[config.mk]
export PLATFORM = sky130hd
export DESIGN_NAME = text_character_pixel_generator
export DESIGN_NICKNAME = d
export VERILOG_FILES = /design/src/tcpg_pkg.sv /design/src/tcpg_font_rom.sv /design/src/tcpg_scan.sv /design/src/text_character_pixel_generator.sv
export SDC_FILE = /design/constraint.sdc
export NUM_CORES = 1
export LEC_CHECK = 0
export BUFFER_PORTS_ARGS = -buffer_cell sky130_fd_sc_hd__buf_2
export CELL_PAD_IN_SITES_DETAIL_PLACEMENT = 1
export CELL_PAD_IN_SITES_GLOBAL_PLACEMENT = 1
export CORE_MARGIN = 4
export CORE_UTILIZATION = 35
export CTS_CLUSTER_DIAMETER = 200
export CTS_CLUSTER_SIZE = 8
export DETAILED_ROUTE_END_ITERATION = 8
export HOLD_SLACK_MARGIN = 0.12
export PLACE_DENSITY_LB_ADDON = 0.1
export SYNTH_ARGS = -nofsm -noshare
export SYNTH_HDL_FRONTEND = slang
export SYNTH_SLANG_ARGS = --single-unit
[constraint.sdc]
create_clock -name clk -period 6.4 [get_ports clk]
set_clock_uncertainty 0.1 [all_clocks]
set_input_delay 0.96 -clock clk [delete_from_list [all_inputs] [get_ports clk]]
set_output_delay 0.96 -clock clk [all_outputs]
set_load 0.005 [all_outputs]
[src/tcpg_pkg.sv]
// ----------------------------------------------------------------------------
// tcpg_pkg: shared types and constants of the text character pixel generator
// Glyph index coding, scanner state, job and pixel records, register indexes.
// ----------------------------------------------------------------------------
package tcpg_pkg;

  // screen sides above this are clamped
  localparam logic [8:0] MAX_SIDE      = 9'd256;
  // pen step per drawn character
  localparam int         GLYPH_ADVANCE = 6;

  // glyph cell grid, column-major scan
  localparam logic [2:0] COL_LAST = 3'd4;
  localparam logic [2:0] ROW_LAST = 3'd6;
  localparam int         GLYPH_BITS = 35;

  // configuration register indexes
  localparam logic [1:0] CFG_SCREEN_WIDTH  = 2'd0;
  localparam logic [1:0] CFG_SCREEN_HEIGHT = 2'd1;
  localparam logic [1:0] CFG_RIGHT_LIMIT   = 2'd2;

  // glyph rom indexes
  localparam logic [5:0] GLYPH_BLANK  = 6'd0;
  localparam logic [5:0] GLYPH_DIGIT0 = 6'd1;
  localparam logic [5:0] GLYPH_LETA   = 6'd11;
  localparam logic [5:0] GLYPH_DASH   = 6'd37;
  localparam logic [5:0] GLYPH_COLON  = 6'd38;

  typedef enum logic [1:0] {
    SCAN_IDLE,
    SCAN_CELLS,
    SCAN_FLUSH
  } tcpg_scan_state_t;

  // one drawing request handed to the scanner
  typedef struct packed {
    logic signed [9:0] x0;
    logic signed [9:0] y0;
    logic [15:0]       color;
  } tcpg_job_t;

  // one pixel write, x in the lowest bits
  typedef struct packed {
    logic [15:0] value;
    logic [15:0] address;
    logic [7:0]  y;
    logic [7:0]  x;
  } tcpg_pix_t;

  // map a character byte to its glyph rom entry, lower case folded
  function automatic logic [5:0] glyph_index(input logic [7:0] code);
    logic [7:0] up;
    logic [5:0] idx;
    up  = code;
    idx = GLYPH_BLANK;
    if (code >= 8'h61 && code <= 8'h7a) up = code - 8'd32;
    if (code >= 8'h30 && code <= 8'h39) begin
      idx = GLYPH_DIGIT0 + 6'(code - 8'h30);
    end else if (up >= 8'h41 && up <= 8'h5a) begin
      idx = GLYPH_LETA + 6'(up - 8'h41);
    end else if (code == 8'h2d) begin
      idx = GLYPH_DASH;
    end else if (code == 8'h3a) begin
      idx = GLYPH_COLON;
    end
    return idx;
  endfunction

endpackage

[src/tcpg_font_rom.sv]
// ----------------------------------------------------------------------------
// tcpg_font_rom: 5x7 column font rom
// Synchronous registered read; data holds until the next read.
// Column c of the glyph sits in bits [7c+6:7c], row 0 in the low bit.
// ----------------------------------------------------------------------------
module tcpg_font_rom (
  input  logic                          clk,
  input  logic                          rd_en,
  input  logic [5:0]                    rd_index,
  output logic [tcpg_pkg::GLYPH_BITS-1:0] rd_data
);
  import tcpg_pkg::*;

  // pack five columns, first column lowest
  function automatic logic [GLYPH_BITS-1:0] cols5(input logic [6:0] c0, input logic [6:0] c1,
                                                  input logic [6:0] c2, input logic [6:0] c3,
                                                  input logic [6:0] c4);
    return {c4, c3, c2, c1, c0};
  endfunction

  function automatic logic [GLYPH_BITS-1:0] font(input logic [5:0] idx);
    logic [GLYPH_BITS-1:0] g;
    case (idx)
      6'd1:  g = cols5(7'h3e, 7'h51, 7'h49, 7'h45, 7'h3e);
      6'd2:  g = cols5(7'h00, 7'h42, 7'h7f, 7'h40, 7'h00);
      6'd3:  g = cols5(7'h42, 7'h61, 7'h51, 7'h49, 7'h46);
      6'd4:  g = cols5(7'h21, 7'h41, 7'h45, 7'h4b, 7'h31);
      6'd5:  g = cols5(7'h18, 7'h14, 7'h12, 7'h7f, 7'h10);
      6'd6:  g = cols5(7'h27, 7'h45, 7'h45, 7'h45, 7'h39);
      6'd7:  g = cols5(7'h3c, 7'h4a, 7'h49, 7'h49, 7'h30);
      6'd8:  g = cols5(7'h01, 7'h71, 7'h09, 7'h05, 7'h03);
      6'd9:  g = cols5(7'h36, 7'h49, 7'h49, 7'h49, 7'h36);
      6'd10: g = cols5(7'h06, 7'h49, 7'h49, 7'h29, 7'h1e);
      6'd11: g = cols5(7'h7e, 7'h11, 7'h11, 7'h11, 7'h7e);
      6'd12: g = cols5(7'h7f, 7'h49, 7'h49, 7'h49, 7'h36);
      6'd13: g = cols5(7'h3e, 7'h41, 7'h41, 7'h41, 7'h22);
      6'd14: g = cols5(7'h7f, 7'h41, 7'h41, 7'h22, 7'h1c);
      6'd15: g = cols5(7'h7f, 7'h49, 7'h49, 7'h49, 7'h41);
      6'd16: g = cols5(7'h7f, 7'h09, 7'h09, 7'h09, 7'h01);
      6'd17: g = cols5(7'h3e, 7'h41, 7'h49, 7'h49, 7'h7a);
      6'd18: g = cols5(7'h7f, 7'h08, 7'h08, 7'h08, 7'h7f);
      6'd19: g = cols5(7'h00, 7'h41, 7'h7f, 7'h41, 7'h00);
      6'd20: g = cols5(7'h20, 7'h40, 7'h41, 7'h3f, 7'h01);
      6'd21: g = cols5(7'h7f, 7'h08, 7'h14, 7'h22, 7'h41);
      6'd22: g = cols5(7'h7f, 7'h40, 7'h40, 7'h40, 7'h40);
      6'd23: g = cols5(7'h7f, 7'h02, 7'h0c, 7'h02, 7'h7f);
      6'd24: g = cols5(7'h7f, 7'h04, 7'h08, 7'h10, 7'h7f);
      6'd25: g = cols5(7'h3e, 7'h41, 7'h41, 7'h41, 7'h3e);
      6'd26: g = cols5(7'h7f, 7'h09, 7'h09, 7'h09, 7'h06);
      6'd27: g = cols5(7'h3e, 7'h41, 7'h51, 7'h21, 7'h5e);
      6'd28: g = cols5(7'h7f, 7'h09, 7'h19, 7'h29, 7'h46);
      6'd29: g = cols5(7'h46, 7'h49, 7'h49, 7'h49, 7'h31);
      6'd30: g = cols5(7'h01, 7'h01, 7'h7f, 7'h01, 7'h01);
      6'd31: g = cols5(7'h3f, 7'h40, 7'h40, 7'h40, 7'h3f);
      6'd32: g = cols5(7'h1f, 7'h20, 7'h40, 7'h20, 7'h1f);
      6'd33: g = cols5(7'h3f, 7'h40, 7'h38, 7'h40, 7'h3f);
      6'd34: g = cols5(7'h63, 7'h14, 7'h08, 7'h14, 7'h63);
      6'd35: g = cols5(7'h07, 7'h08, 7'h70, 7'h08, 7'h07);
      6'd36: g = cols5(7'h61, 7'h51, 7'h49, 7'h45, 7'h43);
      6'd37: g = cols5(7'h08, 7'h08, 7'h08, 7'h08, 7'h08);
      6'd38: g = cols5(7'h00, 7'h00, 7'h36, 7'h00, 7'h00);
      default: g = '0;
    endcase
    return g;
  endfunction

  // registered read port
  always_ff @(posedge clk) begin
    if (rd_en) begin
      rd_data <= font(rd_index);
    end
  end

endmodule

[src/tcpg_scan.sv]
// ----------------------------------------------------------------------------
// tcpg_scan: glyph cell scanner and pixel output stage
// Walks the 35 glyph cells one a cycle unless stalled, clips to the screen,
// holds one pixel back so the final write of a character can carry tlast.
// ----------------------------------------------------------------------------
module tcpg_scan (
  input  logic                          clk,
  input  logic                          rst,
  input  logic                          start,
  input  tcpg_pkg::tcpg_job_t           job,
  input  logic [tcpg_pkg::GLYPH_BITS-1:0] glyph,
  input  logic [8:0]                    side_w,
  input  logic [8:0]                    side_h,
  output logic                          busy,
  output logic                          m_tvalid,
  input  logic                          m_tready,
  output logic [47:0]                   m_tdata,   // pix_x, pix_y, pix_address, pix_value
  output logic                          m_tlast    // last_pixel
);
  import tcpg_pkg::*;

  tcpg_scan_state_t state, state_next;
  logic [2:0]        col;
  logic [2:0]        row;
  tcpg_job_t         cur;
  logic              hold_valid;
  tcpg_pix_t         hold;
  tcpg_pix_t         out_pix;

  logic [6:0]  col_bits;
  logic        cell_set;
  logic [10:0] x_sum;
  logic [10:0] y_sum;
  logic        visible;
  logic [16:0] addr_full;
  tcpg_pix_t   cell_pix;
  logic        out_free;
  logic        advance;
  logic        out_load;
  logic        last_cell;

  // current column of the glyph
  always_comb begin
    case (col)
      3'd0:    col_bits = glyph[6:0];
      3'd1:    col_bits = glyph[13:7];
      3'd2:    col_bits = glyph[20:14];
      3'd3:    col_bits = glyph[27:21];
      3'd4:    col_bits = glyph[34:28];
      default: col_bits = '0;
    endcase
  end

  // cell position, clipping and frame-buffer address
  always_comb begin
    cell_set  = col_bits[row];
    x_sum     = {cur.x0[9], cur.x0} + {8'd0, col};
    y_sum     = {cur.y0[9], cur.y0} + {8'd0, row};
    visible   = cell_set && !x_sum[10] && !y_sum[10]
                && (x_sum[9:0] < {1'b0, side_w}) && (y_sum[9:0] < {1'b0, side_h});
    addr_full = {9'd0, y_sum[7:0]} * {8'd0, side_w} + {9'd0, x_sum[7:0]};
    cell_pix.x       = x_sum[7:0];
    cell_pix.y       = y_sum[7:0];
    cell_pix.address = addr_full[15:0];
    cell_pix.value   = {cur.color[7:0], cur.color[15:8]};
  end

  // scan control
  always_comb begin
    out_free  = !m_tvalid || m_tready;
    last_cell = (col == COL_LAST) && (row == ROW_LAST);
    advance   = (state == SCAN_CELLS) && !(visible && hold_valid && !out_free);
    out_load  = ((state == SCAN_CELLS) && visible && hold_valid && out_free)
                || ((state == SCAN_FLUSH) && hold_valid && out_free);
    busy      = (state != SCAN_IDLE);
    state_next = state;
    unique case (state)
      SCAN_IDLE:  if (start) state_next = SCAN_CELLS;
      SCAN_CELLS: if (advance && last_cell) state_next = SCAN_FLUSH;
      SCAN_FLUSH: if (!hold_valid || out_free) state_next = SCAN_IDLE;
      default:    state_next = SCAN_IDLE;
    endcase
  end

  always_ff @(posedge clk) begin
    if (rst) begin
      state <= SCAN_IDLE;
    end else begin
      state <= state_next;
    end
  end

  // cell counters and job capture
  always_ff @(posedge clk) begin
    if (start && state == SCAN_IDLE) begin
      cur <= job;
      col <= '0;
      row <= '0;
    end else if (advance) begin
      if (row == ROW_LAST) begin
        row <= '0;
        col <= col + 3'd1;
      end else begin
        row <= row + 3'd1;
      end
    end
  end

  // one-deep hold of the latest visible pixel
  always_ff @(posedge clk) begin
    if (rst) begin
      hold_valid <= 1'b0;
    end else if (advance && visible) begin
      hold_valid <= 1'b1;
    end else if (state == SCAN_FLUSH && out_load) begin
      hold_valid <= 1'b0;
    end
  end

  always_ff @(posedge clk) begin
    if (advance && visible) begin
      hold <= cell_pix;
    end
  end

  // output register
  always_ff @(posedge clk) begin
    if (rst) begin
      m_tvalid <= 1'b0;
    end else if (out_load) begin
      m_tvalid <= 1'b1;
    end else if (m_tready) begin
      m_tvalid <= 1'b0;
    end
  end

  always_ff @(posedge clk) begin
    if (out_load) begin
      out_pix <= hold;
      m_tlast <= (state == SCAN_FLUSH);
    end
  end

  assign m_tdata = out_pix;

endmodule

[src/text_character_pixel_generator.sv]
// ----------------------------------------------------------------------------
// text_character_pixel_generator: bitmap font text to pixel writes
// Turns character codes into RGB565 frame-buffer pixel writes, 5x7 font.
// ----------------------------------------------------------------------------
// A drawn character goes through the accepted request, which also reads the
// glyph rom, the scanner's walk over all 35 glyph cells, and the release of
// the held final pixel with tlast; a stalled output holds it up. A request
// that draws nothing (zero code, ended string, pen at or past right_limit)
// starts no scan. The next request is taken as soon as the scanner is idle,
// while the last pixel may still wait in the output register. Configuration
// writes are always ready and are to be made only while no character is in
// flight.
module text_character_pixel_generator (
  input  logic        clk,
  input  logic        rst,
  input  logic        s_tvalid,
  output logic        s_tready,
  input  logic [47:0] s_tdata,   // char_code, start_x, start_y, ink_color, zero fill
  input  logic        s_tuser,   // first_of_string
  output logic        m_tvalid,
  input  logic        m_tready,
  output logic [47:0] m_tdata,   // pix_x, pix_y, pix_address, pix_value
  output logic        m_tlast,   // last_pixel
  input  logic        cfg_valid,
  output logic        cfg_ready,
  input  logic [1:0]  cfg_index,
  input  logic [8:0]  cfg_data
);
  import tcpg_pkg::*;

  logic [8:0] screen_width;
  logic [8:0] screen_height;
  logic [8:0] right_limit;
  logic [8:0] side_w;
  logic [8:0] side_h;

  logic signed [9:0] pen_x, pen_x_next;
  logic signed [9:0] pen_y, pen_y_next;
  logic              string_ended, string_ended_next;

  logic [7:0]        char_code;
  logic signed [9:0] start_x;
  logic signed [9:0] start_y;
  logic [15:0]       ink_color;

  logic              s_accept;
  logic signed [9:0] pen_x_eff;
  logic signed [9:0] pen_y_eff;
  logic              ended_eff;
  logic [10:0]       adv_sum;
  logic              scan_start;
  logic              scan_busy;
  tcpg_job_t         job;
  logic [GLYPH_BITS-1:0] glyph;

  // input fields
  assign char_code = s_tdata[7:0];
  assign start_x   = s_tdata[17:8];
  assign start_y   = s_tdata[27:18];
  assign ink_color = s_tdata[43:28];

  // configuration registers
  assign cfg_ready = 1'b1;

  always_ff @(posedge clk) begin
    if (rst) begin
      screen_width  <= 9'd240;
      screen_height <= 9'd240;
      right_limit   <= 9'd235;
    end else if (cfg_valid) begin
      unique case (cfg_index)
        CFG_SCREEN_WIDTH:  screen_width  <= cfg_data;
        CFG_SCREEN_HEIGHT: screen_height <= cfg_data;
        CFG_RIGHT_LIMIT:   right_limit   <= cfg_data;
        default: ;
      endcase
    end
  end

  assign side_w = (screen_width > MAX_SIDE) ? MAX_SIDE : screen_width;
  assign side_h = (screen_height > MAX_SIDE) ? MAX_SIDE : screen_height;

  // request decode and pen update
  always_comb begin
    s_tready   = !scan_busy;
    s_accept   = s_tvalid && s_tready;
    pen_x_eff  = s_tuser ? start_x : pen_x;
    pen_y_eff  = s_tuser ? start_y : pen_y;
    ended_eff  = s_tuser ? 1'b0 : string_ended;
    adv_sum    = {pen_x_eff[9], pen_x_eff} + 11'(GLYPH_ADVANCE);
    scan_start = 1'b0;
    pen_x_next = pen_x;
    pen_y_next = pen_y;
    string_ended_next = string_ended;
    if (s_accept) begin
      pen_x_next = pen_x_eff;
      pen_y_next = pen_y_eff;
      string_ended_next = ended_eff;
      if (char_code == 8'd0) begin
        string_ended_next = 1'b1;
      end else if (!ended_eff) begin
        if (pen_x_eff >= $signed({1'b0, right_limit})) begin
          string_ended_next = 1'b1;
        end else begin
          scan_start = 1'b1;
          // pen saturates at the top of its range
          pen_x_next = (!adv_sum[10] && adv_sum[9]) ? 10'sd511 : adv_sum[9:0];
        end
      end
    end
    job.x0    = pen_x_eff;
    job.y0    = pen_y_eff;
    job.color = ink_color;
  end

  always_ff @(posedge clk) begin
    if (rst) begin
      pen_x        <= '0;
      pen_y        <= '0;
      string_ended <= 1'b1;
    end else begin
      pen_x        <= pen_x_next;
      pen_y        <= pen_y_next;
      string_ended <= string_ended_next;
    end
  end

  // glyph rom, read in the request cycle
  tcpg_font_rom u_font_rom (
    .clk      (clk),
    .rd_en    (scan_start),
    .rd_index (glyph_index(char_code)),
    .rd_data  (glyph)
  );

  // cell scanner and pixel output
  tcpg_scan u_scan (
    .clk      (clk),
    .rst      (rst),
    .start    (scan_start),
    .job      (job),
    .glyph    (glyph),
    .side_w   (side_w),
    .side_h   (side_h),
    .busy     (scan_busy),
    .m_tvalid (m_tvalid),
    .m_tready (m_tready),
    .m_tdata  (m_tdata),
    .m_tlast  (m_tlast)
  );

  // checks
  a_start_when_idle: assert property (@(posedge clk) disable iff (rst)
    scan_start |-> !scan_busy)
    else $error("scan started while scanner busy");

  a_busy_from_request: assert property (@(posedge clk) disable iff (rst)
    $rose(scan_busy) |-> $past(s_accept))
    else $error("scanner went busy without an accepted request");

  a_pen_moves_on: assert property (@(posedge clk) disable iff (rst)
    scan_start |=> (pen_x > $past(pen_x_eff)))
    else $error("pen did not advance after a drawn character");

endmodule
== Word level (Yosys, flattened, before mapping) ==
Memory sizes are Yosys's and may differ from the RTL's. A register that Yosys moved wholly into a read port is not among the register bits.
Cells that the tools add are included.

* Memories: 1
* Register bits: 191
* Output and inout bits: 52
* Input bits: 65
* Bits in read-only memories: 2240
* Logic and storage cells: 140

* Reductions and logical operators: 45
* Equal/unequal tests: 14
* Muxes and demuxes: 33
* Magnitude comparators: 12
* Multipliers: 1
* $add $sub $neg: 11

{| class="wikitable"
|+ Memory list
! memory !! words !! bits a word !! rd ports !! clocked after Yosys merged registers in !! wr ports !! line !! source
|-
| (no name shown) || 64 || 35 || 1 || 1 || 0 || tcpg_font_rom.sv:23 || <nowiki>case (idx)</nowiki>
|}

{| class="wikitable"
|+ Operators by type and width
! cell !! count
|-
| two-way mux 10 bit || 6
|-
| one-hot mux 7 bit (5 select lines) || 1
|-
| two-way mux 6 bit || 4
|-
| adder 10 x 4 -> 11 bit || 2
|-
| logical AND 1 bit || 22
|-
| < comparator 10 x 9 -> 1 bit || 2
|-
| > comparator 9 bit (second input constant) || 2
|-
| two-way mux 9 bit || 2
|-
| adder 16 x 8 -> 16 bit || 1
|-
| equality test 8 x 6 -> 1 bit (second input constant) || 2
|-
| >= comparator 8 x 7 -> 1 bit (second input constant) || 2
|-
| less-or-equal comparator 8 x 7 -> 1 bit (second input constant) || 2
|-
| multiplier 8 x 9 -> 16 bit || 1
|-
| two-way mux 1 bit || 13
|-
| adder 10 x 4 -> 11 bit (second input constant) || 1
|-
| >= comparator 10 bit || 1
|-
| >= comparator 8 x 6 -> 1 bit (second input constant) || 1
|-
| less-or-equal comparator 8 x 6 -> 1 bit (second input constant) || 1
|-
| logical NOT 1 bit || 8
|-
| logical NOT 8 bit || 1
|-
| two-way mux 8 bit || 1
|-
| AND reduction 2 bit || 4
|-
| subtractor 8 x 6 -> 8 bit (second input constant) || 1
|-
| adder 1 x 6 -> 6 bit (first input constant) || 1
|-
| 21 further kinds || 34
|}

== Longest topological paths before layout ==
Gate-level depths: netlist of the first run.

* Word-level depth: 15
* Mapped depth: 24
* Depth with buffers taken out: 24

== By module ==
Synthesis of the first run repeated with hierarchy kept, for this count alone.

* Cells, all modules: 1348
* Area, all modules: 14247.4 um^2

{| class="wikitable"
|+ Modules (own cells, without submodules)
! module !! cells an instance !! area each (um^2) !! instances !! seq. area each (um^2)
|-
| tcpg_scan || 647 || 8250.4 || 1 || 4194.0
|-
| text_character_pixel_generator || 389 || 3111.7 || 1 || 960.9
|-
| tcpg_font_rom || 312 || 2885.3 || 1 || 1051.0
|}

== Least setup slack after synthesis of the first run ==
Ideal clock, no wire load.

* Kind: flip-flop to flip-flop
* Start point: register u_scan.cur[17] (netlist name)
* End point: register u_scan.out_pix, in the netlist u_scan.m_tdata[0], enable pin
* Clock period less this slack: 7019 ps
* Data arrival time: 6390 ps
* Cell stages (with the launch flop): 15
* Slack: -619 ps
* Data required time: 5771 ps
* Path buffers: 0
* Setup time: 529 ps
* Cells stage by stage: edfxtp_1 ha_1 a21o_1 a21oi_1 xor2_1 inv_1 ha_1 a21o_1 a211oi_1 o21ai_0 o211ai_1 a21oi_1 nor3_1 nand2_1 a211oi_1

{| class="wikitable"
|+ RTL lines
! element !! line !! source
|-
| start, declared || tcpg_scan.sv:25 || <nowiki>tcpg_job_t cur;</nowiki>
|-
| start signal, assigned || tcpg_scan.sv:96 || <nowiki>cur <= job;</nowiki>
|-
| end signal, assigned || tcpg_scan.sv:139 || <nowiki>out_pix <= hold;</nowiki>
|-
| end, declared || tcpg_scan.sv:28 || <nowiki>tcpg_pix_t out_pix;</nowiki>
|}

==> flow_metrics.py, run 1 <==
metrics = {
    "worst_setup_path": {
        "reg2reg_from": "u_scan.cur[26]",
        "critPathKind": "flop to flop",
        "critPathRequiredTime_ns": 6.53,
        "cp_max_fo": 3,
        "ff2ff_path_depth": 22,
        "end_kind": "flop",
        "r2r_slack_ns": 0.44,
        "crit_path_start_kind": "flop",
        "r2r-end": "u_scan.hold[30]",
        "cp.arrival_ns": 6.10,
    },
    "global_route": {
        "grt_pass1_vias": 11200,
        "grt-ovfl-total": 0,
        "grt_antenna_before_repair": 1,
        "grt_pass1_wl_um": 62000,
        "grt_start_max_net_pins": 50,
        "grt.total_usage_pct": 18.4,
    },
    "floorplanning": {
        "row_count": 72,
        "core_area_um2": 38900,
        "dieArea_um2": 42800,
        "io_pins": 117,
        "die_w_um": 207,
        "start_util_pct": 35.6,
        "die-height_um": 207,
    },
    "synth": {
        "synth_cells": 1356,
        "ys_seq_elements": 226,
        "netlist_area_um2": 13800,
        "synth_top_area_cell": "edfxtp_1",
        "syn_avg_cell_area_um2": 10.2,
        "yosysSeqAreaShare_pct": 44.8,
        "ys.flop_type": "edfxtp_1",
        "synth_edf_count": 168,
        "ys_async_sr_fraction_pct": 0,
        "yosys_warnings": 0,
        "synth_top_area_share_pct": 36.4,
        "synth_area_leaders": "edfxtp_1 36%, ha_1 8.5%, dfxtp_1 8.4%",
        "synth_cell_types": 84,
        "syn-num-nets": 1566,
    },
    "min_path": {
        "min_path_cells": 0,
        "whs_endpoint": "u_scan.m_tdata[24]",
        "hp-class": "flop to flop",
        "min_from": "u_scan.hold[24]",
    },
    "clocking": {
        "clk-insertion-delay-late_ns": 0.50,
        "h-tree-depth": 2,
        "cts_tree": "built",
        "cts_hold_buf": 0,
        "cts_made_buffers": 34,
        "root_buffer": "clkbuf_16",
        "cts_buffer_depth": 3,
        "cts.sink_count": 226,
        "path_clk_slew_ns": 0.05,
    },
    "sta": {
        "setup_tns_ns": 0,
        "min_period_ns": 5.96,
        "setup_viol": 0,
        "rsz0062_at_grt": "false",
        "relSlewSlack_pct": 38.8,
        "fmax_mhz": 168,
        "finalHoldViolCount": 0,
        "tightest_slew_ns": 0.913,
        "drv_slew": 0,
        "post-route-period-util_pct": 93.1,
    },
    "placed_design": {
        "io_buffer_count": 111,
        "finalWeightedCongestion": 0.868,
        "dpl.hpwl_um": 29100,
    },
    "drt": {
        "wl_per_cell_um": 19.5,
        "first_pass_iters": 5,
        "vias": 10600,
        "drt_iter0_drc": 599,
        "drcViolationCount": 0,
        "wirelength_um": 39100,
        "ant_nets": 0,
        "routed_via_density": 5.31,
    },
    "layout": {
        "fin_util_pct": 41.1,
        "layout.nets": 1677,
        "area_delta_synth_final_pct": 15.4,
        "num_antenna_cells": 0,
        "drive_gt1_share_pct": 14.7,
    },
    "power": {
        "peakVddDrop_mv": 0.250,
        "p_leak_nw": 6.56,
        "p_per_area_nw_per_um2": 357,
    },
    "flow_run": {
        "max-cap-violations": 0,
    },
    "status": {
        "outcome": "completed",
    },
}
[where the power goes]
group / leakage, nW / switching (mW) / internal, mW
registers: 2.01 / 0.0333 / 1.76
logic: 4.09 / 1.32 / 0.972
clock network: 0.461 / 0.614 / 1.00
total: 6.56 / 1.96 / 3.74
[metrics by stage]
stage | std cells | worst slack [ns] | instance area [um^2] | power, mW | hold WS, ns
finish | 2004 | 0.439 | 16000 | 5.70 | 0.308
global route | 2004 | 0.0485 | 16000 | 6.21 | 0.315
CTS | 2004 | 0.241 | 16000 | 5.81 | 0.308
detailed placement | 1949 | 0.258 | 15000 | 4.14 | 0.305
global placement | 1949 | 0.408 | 15000 | 4.11 | 0.300
floorplan | 1356 | 0.624 | 13900 | 3.58 | 0.300
[how the worst max path moves through the flow]
stage	slack (ns)	end	depth (start not counted)	from
after floorplan	0.62	u_scan.hold[0]	14	u_scan.cur[17]
after global placement	0.41	u_scan.hold[31]	19	u_scan.cur[17]
after detailed placement	0.26	u_scan.hold[30]	22	u_scan.cur[26]
after CTS	0.24	u_scan.hold[30]	22	u_scan.cur[26]
after global routing	0.05	u_scan.hold[30]	22	u_scan.cur[26]
final	0.44	u_scan.hold[30]	22	u_scan.cur[26]
[worst max-delay path, cell delays in order (launching register included)]
cell,delay [ns]
edfxtp_1,0.36
ha_1,0.24
fa_1,0.41
a21oi_1,0.21
nand2b_1,0.18
xnor2_2,0.20
inv_1,0.12
fa_1,0.55
inv_1,0.05
fa_1,0.45
ha_1,0.29
inv_1,0.05
fa_1,0.59
inv_1,0.06
ha_1,0.28
a21o_1,0.17
a21oi_1,0.23
o21ai_0,0.15
a21o_1,0.19
a21oi_1,0.21
o21ai_0,0.17
o41ai_1,0.32
xnor2_1,0.10
[what timing repair did]
action                     CTS  global route
resized for setup            0             2
setup buffers                0             0
setup endpoints to repair    0             2
[cell usage in the layout (no fill, tap or decap), types with 7 or more instances in the layout]
cell       netlist  layout
clkbuf_16        0      35
nand2b_1         8       8
o21ai_0         53      53
nor2b_1         11      11
a211o_1          9       9
o22ai_1         10      10
mux2i_1         24      24
nor2_1         102     102
nand3_1         48      48
clkbuf_1        39      18
and2_1           7       7
a21oi_1         76      75
mux2_2          15      15
dfxtp_1         58      58
fa_1            51      51
ha_1            94      94
o221ai_1        12      12
nand2_1        154     154
a31oi_1          7       7
a21o_1          16      16
edfxtp_1       168     168
xnor2_1         20      19
o211ai_1        18      18
buf_2           17     111
nand4_1         13      13
inv_1          142     142
a22oi_1          7       7
xor2_1          12      12
buf_4            4      29
nor3_1          21      21
[cell families (layout without fill, tap and decap cells)]
group / Yosys count / after routing / share of synthesized area [%]
and+or+nand+nor: 395 / 395 / 12.9
AOI/OAI and AO/OA: 308 / 308 / 15.4
DFF: 226 / 226 / 44.8
buffers and inverters: 210 / 340 / 6.06
adders and majority gates: 145 / 145 / 15.9
muxes: 39 / 39 / 2.95
xor gates and xnor gates: 32 / 32 / 2.02
other: 1 / 1 / 0.0271
[sequential cells by signal, indices dropped and copies added, names as in the netlist, 2 cells and up]
name / flops
u_scan.cur: 20
u_scan.cell_pix: 16
u_scan.m_tdata: 48
u_scan.state: 2
screen_width: 9
pen_y: 10
u_scan.hold: 48
u_font_rom.rd_data: 35
right_limit: 9
screen_height: 9
pen_x: 10
u_scan.row: 3
u_scan.col: 3
[area by class of cell]
cell class                 count  area (um^2)
fill                        4407        22900
multi-input combinational    920         6850
sequential                   226         6210
clock buffer                  53          943
timing repair buffer         140          773
tap                          518          648
inverter                     145          544
clock inverter                 2         17.5
[synthesized netlist by cell type, types with 8 or more instances]
master / count
o221ai_1: 12
edfxtp_1: 168
clkbuf_1: 39
ha_1: 94
o21ai_0: 53
mux2i_1: 24
a211o_1: 9
a21oi_1: 76
xor2_1: 12
nand2_1: 154
o22ai_1: 10
nand4_1: 13
o211ai_1: 18
nand2b_1: 8
inv_1: 142
fa_1: 51
nor2_1: 102
xnor2_1: 20
nand3_1: 48
mux2_2: 15
nor2b_1: 11
a21o_1: 16
nor3_1: 21
dfxtp_1: 58
buf_2: 17
[layer usage]
metal / vias to the layer above / part of all wire, % / routed length, um / GRT usage [%]
met5: - / 0.018 / 7 / 0
met4: 2 / 2.3 / 906 / 5.76
met3: 59 / 3.6 / 1410 / 2.62
met2: 225 / 49 / 19100 / 31.6
met1: 5269 / 45 / 17700 / 24.1
li1: 5077 / - / - / -
Power figures use the tool's default switching activity.
==> run 2: changes to the inputs <==
--- a/config.mk
+++ b/config.mk
@@ -9,7 +9,7 @@
 export CELL_PAD_IN_SITES_DETAIL_PLACEMENT = 1
 export CELL_PAD_IN_SITES_GLOBAL_PLACEMENT = 1
 export CORE_MARGIN = 4
-export CORE_UTILIZATION = 35
+export CORE_UTILIZATION = 43
 export CTS_CLUSTER_DIAMETER = 200
 export CTS_CLUSTER_SIZE = 8
 export DETAILED_ROUTE_END_ITERATION = 8
==> run 2 against run 1 <==
  * Die area down 18%
  * Cell area decreased by 0.77%
  * Register-to-register slack got worse by 0.03 ns
  * Routed wire length is 0.45% lower
  * First-iteration DRC count increased by 29%
  * Global-route usage up 3.8 points
  * Sequential cell count stayed put
  * Setup slack worse by 0.026 ns
  * Maximum frequency decreased by 0.43%
==> flow_metrics.py, run 2 (synthesis results as in run 1) <==
metrics = {
    "global_route": {
        "grt_pass1_wl_um": 62800,
        "grt_antenna_before_repair": 0,
        "grt_start_max_net_pins": 50,
        "grt-ovfl-total": 0,
        "grt.total_usage_pct": 22.2,
        "grt_pass1_vias": 11400,
    },
    "power": {
        "swShare_pct": 34.9,
        "p_comb_share_pct": 40.3,
        "power_switching_mw": 2.01,
        "peakVddDrop_mv": 0.284,
        "p_per_area_nw_per_um2": 365,
        "clkPwrFrac_pct": 28.5,
        "p_leak_nw": 6.56,
        "sequentialPowerShare_pct": 31.1,
        "p_int_mw": 3.77,
    },
    "sta": {
        "relSlewSlack_pct": 42.0,
        "fmax_mhz": 167,
        "drv_slew": 0,
        "rsz0062_at_grt": "false",
        "finalHoldViolCount": 0,
        "min_period_ns": 5.99,
        "post-route-period-util_pct": 93.5,
        "tightest_slew_ns": 0.869,
        "setup_tns_ns": 0,
        "setup_viol": 0,
    },
    "drt": {
        "drt_iter0_drc": 770,
        "wirelength_um": 38900,
        "first_pass_iters": 5,
        "wl_per_cell_um": 20.6,
        "wl_met1_um": 17500,
        "wl_met3_um": 1750,
        "ant_nets": 0,
        "routed_via_density": 5.71,
        "vias": 10800,
        "drcViolationCount": 0,
        "routed.top_layer": "met4",
        "wl_met2_um": 18800,
    },
    "clocking": {
        "cts_buffer_depth": 3,
        "post-cts-setup-buffers": 0,
        "root_buffer": "clkbuf_16",
        "cts_tree": "built",
        "cts.sink_count": 226,
        "cts_made_buffers": 34,
        "cts_hold_buf": 0,
        "h-tree-depth": 2,
        "path_clk_slew_ns": 0.05,
        "clk-insertion-delay-late_ns": 0.51,
    },
    "placed_design": {
        "io_buffer_count": 111,
        "dpl.hpwl_um": 28800,
        "dp.cells": 1831,
        "finalWeightedCongestion": 0.913,
    },
    "worst_setup_path": {
        "cp_max_fo": 6,
        "crit_path_start_kind": "flop",
        "end_kind": "flop",
        "critPathKind": "flop to flop",
        "cp.arrival_ns": 6.14,
        "critPathRequiredTime_ns": 6.56,
    },
    "min_path": {
        "hp-class": "flop to flop",
    },
    "flow_run": {
        "max-cap-violations": 0,
    },
    "floorplanning": {
        "io_pins": 117,
        "core_area_um2": 31600,
        "row_count": 65,
        "dieArea_um2": 35100,
        "die-height_um": 187,
        "start_util_pct": 43.8,
        "die_w_um": 187,
    },
    "layout": {
        "final_cell_mix": "168 x edfxtp_1, 154 x nand2_1, 142 x inv_1",
        "layout_commonest_cell": "edfxtp_1",
        "drive_gt1_share_pct": 14.6,
        "layout.nets": 1675,
        "layout.cells.non_filler": 1892,
        "area_delta_synth_final_pct": 14.5,
    },
    "status": {
        "outcome": "completed",
    },
}
run 2: metal layers:
metal | vias to the layer above | GRT usage [%]
met5 | - | 0
met4 | 0 | 5.76
met3 | 60 | 3.36
met2 | 293 | 37.3
met1 | 5383 | 30.2
li1 | 5071 | -
run 2: stage by stage:
step           worst slack [ns]  instance area, um^2  hold WS [ns]  util, %  total power [mW]
5_1_grt                  0.0653                15900         0.322     50.1              6.28
2_1_floorplan             0.624                13900         0.300        -              3.58
4_1_cts                   0.300                15800         0.315     50.1              5.85
6_report                  0.413                15900         0.311     50.1              5.78
3_3_place_gp              0.471                14800         0.300     46.9              4.07
3_5_place_dp              0.315                14800         0.305     46.9              4.17
run 2: area by class of cell:
cell class / instances / area, um^2
clock inverter: 3 / 37.5
clock buffer: 57 / 958
tap: 402 / 503
sequential: 226 / 6210
antenna: 1 / 2.50
inverter: 145 / 544
timing repair buffer: 138 / 758
multi-input combinational: 920 / 6850
fill: 3518 / 15800
run 2: worst paths after layout:
kind / end / slack, ns / start / cells after the start
setup reg to reg: u_scan.hold[30] / 0.41 / u_scan.col[0] / 22
hold / removal: u_scan.m_tdata[13] / 0.31 / u_scan.hold[13] / 0
setup / recovery: u_scan.hold[30] / 0.41 / u_scan.col[0] / 22
hold reg to reg: u_scan.m_tdata[13] / 0.31 / u_scan.hold[13] / 0
run 2: timing repair:
item	in CTS	in global routing
setup endpoints to repair	0	2
resized for setup	0	2
hold endpoints to repair	0	0
run 2: power by group through the flow:
stage	logic (mW)	registers, mW	clock network, mW
after CTS	2.36	1.80	1.70
final	2.33	1.80	1.65
after global routing	2.70	1.80	1.77
after floorplan	1.77	1.81	0
after global placement	2.25	1.82	0
after detailed placement	2.34	1.83	0
run 2: critical path, cell delays in order (launching register included):
cell and delay [ns]:
dfxtp_1 0.37, ha_1 0.24, fa_1 0.42, a21oi_1 0.20, nand2b_1 0.14, xnor2_1 0.25
inv_1 0.14, fa_1 0.57, inv_1 0.06, fa_1 0.45, ha_1 0.29, inv_1 0.05
fa_1 0.59, inv_1 0.06, ha_1 0.29, a21o_1 0.17, a21oi_1 0.22, o21ai_0 0.16
a21o_1 0.20, a21oi_1 0.19, o21ai_0 0.20, o41ai_2 0.27, xnor2_1 0.10
